**config.mk**
```make
export PLATFORM = sky130hd
export DESIGN_NAME = prs_queue
export DESIGN_NICKNAME = d
export VERILOG_FILES = /design/src/design/prs_pkg.sv /design/src/design/prs_queue.sv
export SDC_FILE = /design/constraint.sdc
export NUM_CORES = 1
export LEC_CHECK = 0
export ABC_AREA = 0
export BUFFER_PORTS_ARGS = -buffer_cell sky130_fd_sc_hd__buf_4
export CAP_MARGIN = 20
export CORE_MARGIN = 2
export CORE_UTILIZATION = 46
export CTS_CLUSTER_SIZE = 40
export DETAILED_ROUTE_END_ITERATION = 12
export HOLD_SLACK_MARGIN = 0.02
export PLACE_DENSITY = 0.66
export SLEW_MARGIN = 10
export SYNTH_ARGS = -nofsm -noshare
export SYNTH_HDL_FRONTEND = slang
export SYNTH_SLANG_ARGS = --single-unit
```
**constraint.sdc**
```tcl
create_clock -name clk -period 3.77 [get_ports clk]
set_input_delay 0.377 -clock clk [delete_from_list [all_inputs] [get_ports clk]]
set_output_delay 0.377 -clock clk [all_outputs]
set_load 0.03 [all_outputs]
```
**src/design/prs_pkg.sv**
```systemverilog
// Shared constants and types for the partition row scatter block.
package prs_pkg;

    // Default sizes of the block.
    localparam int DEF_MAX_ROWS     = 64;
    localparam int DEF_MAX_CHANNELS = 16;

    // Fixed widths of the channel payloads.
    localparam int CID_W      = 9;
    localparam int IDX_W      = 6;
    localparam int CHAN_W     = 4;
    localparam int CHAN_MAX_W = 8;
    localparam int COUNT_W    = 7;
    localparam int CFG_W      = 5;

    // Reset value of the channel count register.
    localparam logic [CFG_W-1:0] CFG_RESET = 5'd16;

    // Depth of the queue between front and back.
    localparam int QUEUE_DEPTH = 4;

    // One classified row, as handed from the front to the back.
    typedef struct packed {
        logic                  store;
        logic                  kept;
        logic                  last;
        logic                  eos;
        logic [IDX_W-1:0]      row_idx;
        logic [CHAN_MAX_W-1:0] ch;
    } prs_entry_t;

endpackage

```
**src/design/prs_queue.sv**
```systemverilog
// Short first-in first-out queue of classified rows between front and back.
module prs_queue
    import prs_pkg::*;
(
    input  logic       clk,
    input  logic       rst_n,
    input  logic       push,
    input  prs_entry_t push_entry,
    output logic       full,
    output logic       q_valid,
    output prs_entry_t q_entry,
    input  logic       pop
);

    localparam int PTR_W = (QUEUE_DEPTH > 1) ? $clog2(QUEUE_DEPTH) : 1;
    localparam int FILL_W = $clog2(QUEUE_DEPTH + 1);
    localparam logic [FILL_W-1:0] DEPTH_C = FILL_W'(QUEUE_DEPTH);
    localparam logic [PTR_W-1:0]  LAST_C  = PTR_W'(QUEUE_DEPTH - 1);

    prs_entry_t        slot_reg [QUEUE_DEPTH];
    logic [PTR_W-1:0]  wr_ptr_reg;
    logic [PTR_W-1:0]  rd_ptr_reg;
    logic [FILL_W-1:0] fill_reg;

    assign full    = fill_reg == DEPTH_C;
    assign q_valid = fill_reg != '0;
    assign q_entry = slot_reg[rd_ptr_reg];

    always_ff @(posedge clk)
    begin
        if (push)
        begin
            slot_reg[wr_ptr_reg] <= push_entry;
        end
    end

    always_ff @(posedge clk or negedge rst_n)
    begin
        if (!rst_n)
        begin
            wr_ptr_reg <= '0;
            rd_ptr_reg <= '0;
            fill_reg   <= '0;
        end
        else
        begin
            if (push)
            begin
                wr_ptr_reg <= (wr_ptr_reg == LAST_C) ? '0 : wr_ptr_reg + PTR_W'(1);
            end
            if (pop)
            begin
                rd_ptr_reg <= (rd_ptr_reg == LAST_C) ? '0 : rd_ptr_reg + PTR_W'(1);
            end
            if (push && !pop)
            begin
                fill_reg <= fill_reg + FILL_W'(1);
            end
            else if (pop && !push)
            begin
                fill_reg <= fill_reg - FILL_W'(1);
            end
        end
    end

endmodule

```
* Word level (Yosys, flattened, before mapping) *
Memory sizes are Yosys's and may differ from the RTL's.
Index checks and enable logic that the tools add are counted.

operators by class
  $add $sub $neg = 4
  equal/unequal tests = 3
  multiplexer cells = 6
  reductions and logical operators = 6

operators by type and width
  operator                                                             count
  3-bit 2-to-1 mux                                                     2
  2-bit by 1-bit adder with 2-bit output (second input constant)       2
  2-bit == test (second input constant)                                2
  2-bit 2-to-1 mux                                                     2
  3-bit by 1-bit adder with 3-bit output (second input constant)       1
  3-bit == test (second input constant)                                1
  3-bit nonzero test                                                   1
  3-bit by 1-bit subtractor with 3-bit output (second input constant)  1
  1-bit logical AND                                                    2
  1-bit logical NOT                                                    2
  1-bit 2-to-1 mux                                                     2
  2-bit nonzero test                                                   1

word-level totals
  flip-flop bits (word level) = 7
  RAM bits = 72
  output and inout bits = 20
  word-level logic and storage cells = 23
  memories = 1

memory list
  name      depth  width  rd ports  clocked after memory_dff  write ports  line             RTL
  slot_reg  4      18     1         0                         1            prs_queue.sv:20  prs_entry_t slot_reg [QUEUE_DEPTH];

* Longest topological paths before layout *
  depth in word-level cells = 4
  mapped depth = 7
  gate-level depth less buffers = 7

* Worst setup path after synthesis *
OpenSTA, ideal clock, no wires.

  path kind = reg2out
  start = register fill_reg[0]
  end = output port full
  arrival time = 1173 ps
  required time = 3393 ps
  setup slack = 2220 ps
  stages on the path, launching flop included = 2
  path buffers = 0
  cells stage by stage = dfrtp_1 -> nor3b_1

on the way
  word-level cells in the longest chain between the ends = 1

ends and longest elaborated chain
  item                    line             RTL
  from (decl)             prs_queue.sv:23  logic [FILL_W-1:0] fill_reg;
  from (signal assigned)  prs_queue.sv:57  fill_reg <= fill_reg + FILL_W'(1);
  from (signal assigned)  prs_queue.sv:61  fill_reg <= fill_reg - FILL_W'(1);
  3-bit == test           prs_queue.sv:25  assign full = fill_reg == DEPTH_C;
  to (decl)               prs_queue.sv:9   output logic full,

No other way between the ends.

==> results.py <==
metrics = {
    "placed_design": {
        "portBuffers": 41,
        "dp_hpwl_um": 3190,
        "gp_congestion": 0.678,
    },
    "timing": {
        "fin_crit_ns": 2.45,
        "final-hold-violation-count": 0,
        "setup_viol": 0,
        "tightest_slew_ns": 0.982,
        "fmax_mhz": 408,
        "maxSlewViolCount": 0,
        "rsz0062_at_grt": "false",
        "hold_slack_ns": 0.232,
        "tns_ns": 0,
        "period_share": 0.650,
        "fin_skew_ns": 0.00873,
        "slew_headroom": 0.346,
    },
    "routing": {
        "ant_nets": 0,
        "wl_per_cell_um": 18.8,
        "vias_per_cell": 5.33,
        "dr.pass1.iters": 4,
        "drt_iter0_drc": 119,
        "drcViolationCount": 0,
        "wirelength_um": 4950,
        "dr_total_vias": 1403,
    },
    "setup_path": {
        "cp.arrival_ns": 2.07,
        "worstSetupEndpointType": "primary output",
        "criticalPathCategory": "reg2out",
        "reg2regPathDepth": 3,
        "cp.required_ns": 3.39,
        "cp-start-kind": "flip-flop",
        "r2r-end": "slot_reg[2][7]",
        "cp_max_fo": 14,
        "reg2reg_from": "wr_ptr_reg[0]",
        "r2r_slack_ns": 1.93,
    },
    "global_route": {
        "gr-usage-all-layers": 0.153,
        "grt_pass1_vias": 1545,
        "grt_pass1_wl_um": 7960,
        "grt_overflow_total": 0,
        "grt_max_degree": 21,
        "antenna_found_initial": 0,
    },
    "cts": {
        "cts_tree": "built",
        "cts_max_path_buffers": 2,
        "numClockSinks": 79,
        "h-tree-depth": 3,
        "cts.repair.resized": 0,
        "clk_pin_slew_ns": 0.08,
        "numCtsBuffers": 9,
        "cts.hold.buffers_added": 1,
        "clk_latency_ns": 0.34,
        "cts_root_buffer": "clkbuf_8",
        "postCtsSetupBuffers": 0,
    },
    "final_layout": {
        "syn_to_final_growth_pct": 20.7,
        "largest_reg_flops": 72,
        "diodes": 0,
        "nets": 210,
        "drive_gt1_frac": 0.419,
    },
    "power_and_ir_drop": {
        "leakagePower_nw": 1.30,
        "p_clk_frac": 0.246,
        "p_sw_uw": 943,
        "comb_power_share": 0.328,
        "switching_share": 0.319,
        "p_seq_frac": 0.426,
        "powerDensity_nw_per_um2": 812,
        "max-vdd-ir-drop_mv": 0.417,
        "p_int_mw": 2.01,
        "finalPower_mw": 2.96,
    },
    "synthesis": {
        "synth_area_per_cell_um2": 23.0,
        "ys_top_cells_by_area": "edfxtp_1 (72%), mux4_2 (13%), dfrtp_1 (5.8%)",
        "synthArstFlopShare": 0.0886,
        "netlist_area_um2": 3020,
        "synth-seq-cells": 79,
        "syn-instance-count": 131,
        "synth_edf_count": 72,
        "synth_area_leader_cell": "edfxtp_1",
        "synth_most_common_cell": "edfxtp_1",
        "synth-seq-area-share": 0.775,
        "postSynthNetCount": 160,
        "synth_cell_types": 19,
        "ys.flop_type": "edfxtp_1",
        "yosysWarnings": 0,
        "yosys.area.top_type_share": 0.717,
        "synth_commonest_cells": "edfxtp_1 (72), mux4_2 (18), dfrtp_1 (7)",
    },
    "worst_hold_path": {
        "worstHoldPathCells": 1,
        "min_to": "slot_reg[1][9]",
        "hold_path.class": "in2reg",
        "min_from": "push_entry[9]",
    },
    "floorplanning": {
        "die_h_um": 85.0,
        "start_util": 0.475,
        "core-area_um2": 6350,
        "ios": 42,
        "die_area_um2": 7220,
        "die_x_um": 85.0,
        "rows": 29,
    },
    "status": {
        "run_status": "complete, no violations",
    },
    "job": {
        "maxCapViolations": 0,
    },
}
-- metrics by stage --
stage / util / std cells / cell area, um2 / setup slack, ns
2_1_floorplan: - / 131 / 3020 / 2.22
3_3_place_gp: 0.534 / 246 / 3390 / 1.64
3_5_place_dp: 0.534 / 246 / 3390 / 1.61
4_1_cts: 0.573 / 263 / 3640 / 1.23
5_1_grt: 0.573 / 263 / 3640 / 1.14
6_report: 0.573 / 263 / 3640 / 1.32
-- worst max-delay path, stage by stage, from the launching register on --
cell     delay [ns]
dfrtp_1        0.63
buf_4          0.36
mux4_2         0.55
buf_4          0.18
-- layout make-up --
class | instances | area [um2]
multi-input combinational | 43 | 626
sequential | 79 | 2340
inverter | 5 | 18.8
timing repair buffer | 43 | 325
fill | 466 | 2710
clock buffer | 10 | 128
clock inverter | 6 | 109
tap | 77 | 96.3
-- power groups by stage --
stage               clock network [mW]  registers (mW)  logic, mW
floorplan                            0            1.20      0.750
global placement                     0            1.27      0.964
detailed placement                   0            1.28      0.983
CTS                              0.745            1.26      0.988
global route                     0.782            1.28       1.03
finish                           0.728            1.26      0.969
-- worst max path at each step --
stage / end / slack [ns] / from
after floorplan: full / 2.22 / fill_reg[0]
after global placement: q_entry[1] / 1.64 / rd_ptr_reg[0]
after detailed placement: q_entry[1] / 1.61 / rd_ptr_reg[0]
after CTS: q_entry[1] / 1.23 / rd_ptr_reg[0]
after global routing: q_entry[1] / 1.14 / rd_ptr_reg[0]
final: q_entry[0] / 1.32 / rd_ptr_reg[0]
-- logic make-up (layout without fill, tap and decap cells) --
family,count (synthesis),in the layout,synth area share
and+or+nand+nor,10,10,0.0182
buffers and inverters,9,64,0.0178
muxes,21,21,0.146
AOI/OAI and AO/OA,2,2,0.00332
adders and majority gates,7,7,0.0315
DFF,79,79,0.775
xor gates and xnor gates,3,3,0.00871
-- metal layers --
metal  vias up  part of all wire  GRT usage
met5         -                 0          0
met4         0             0.027     0.0924
met3        13             0.037     0.0350
met2        31              0.53      0.254
met1       733              0.40      0.181
li1        626                 -          -
-- cells in the final DEF (no fill, tap or decap) --
| cell | synthesis | routed |
|---|---|---|
| nand3_1 | 1 | 1 |
| dlygate4sd3_1 | 0 | 1 |
| ha_1 | 6 | 6 |
| nand2_1 | 1 | 1 |
| clkinv_4 | 0 | 1 |
| o21ai_0 | 2 | 2 |
| or3_1 | 1 | 1 |
| nor3b_1 | 1 | 1 |
| mux4_2 | 18 | 18 |
| dfrtp_1 | 7 | 7 |
| clkbuf_1 | 0 | 1 |
| bufinv_16 | 0 | 3 |
| buf_4 | 1 | 42 |
| clkinv_2 | 0 | 2 |
| edfxtp_1 | 72 | 72 |
| inv_1 | 5 | 5 |
| nor2_1 | 2 | 2 |
| xor2_1 | 2 | 2 |
| mux2_2 | 3 | 3 |
| xnor2_1 | 1 | 1 |
| and2_1 | 4 | 4 |
| fa_1 | 1 | 1 |
| clkbuf_8 | 0 | 9 |
Note: power is estimated with default switching activity, not from simulation.
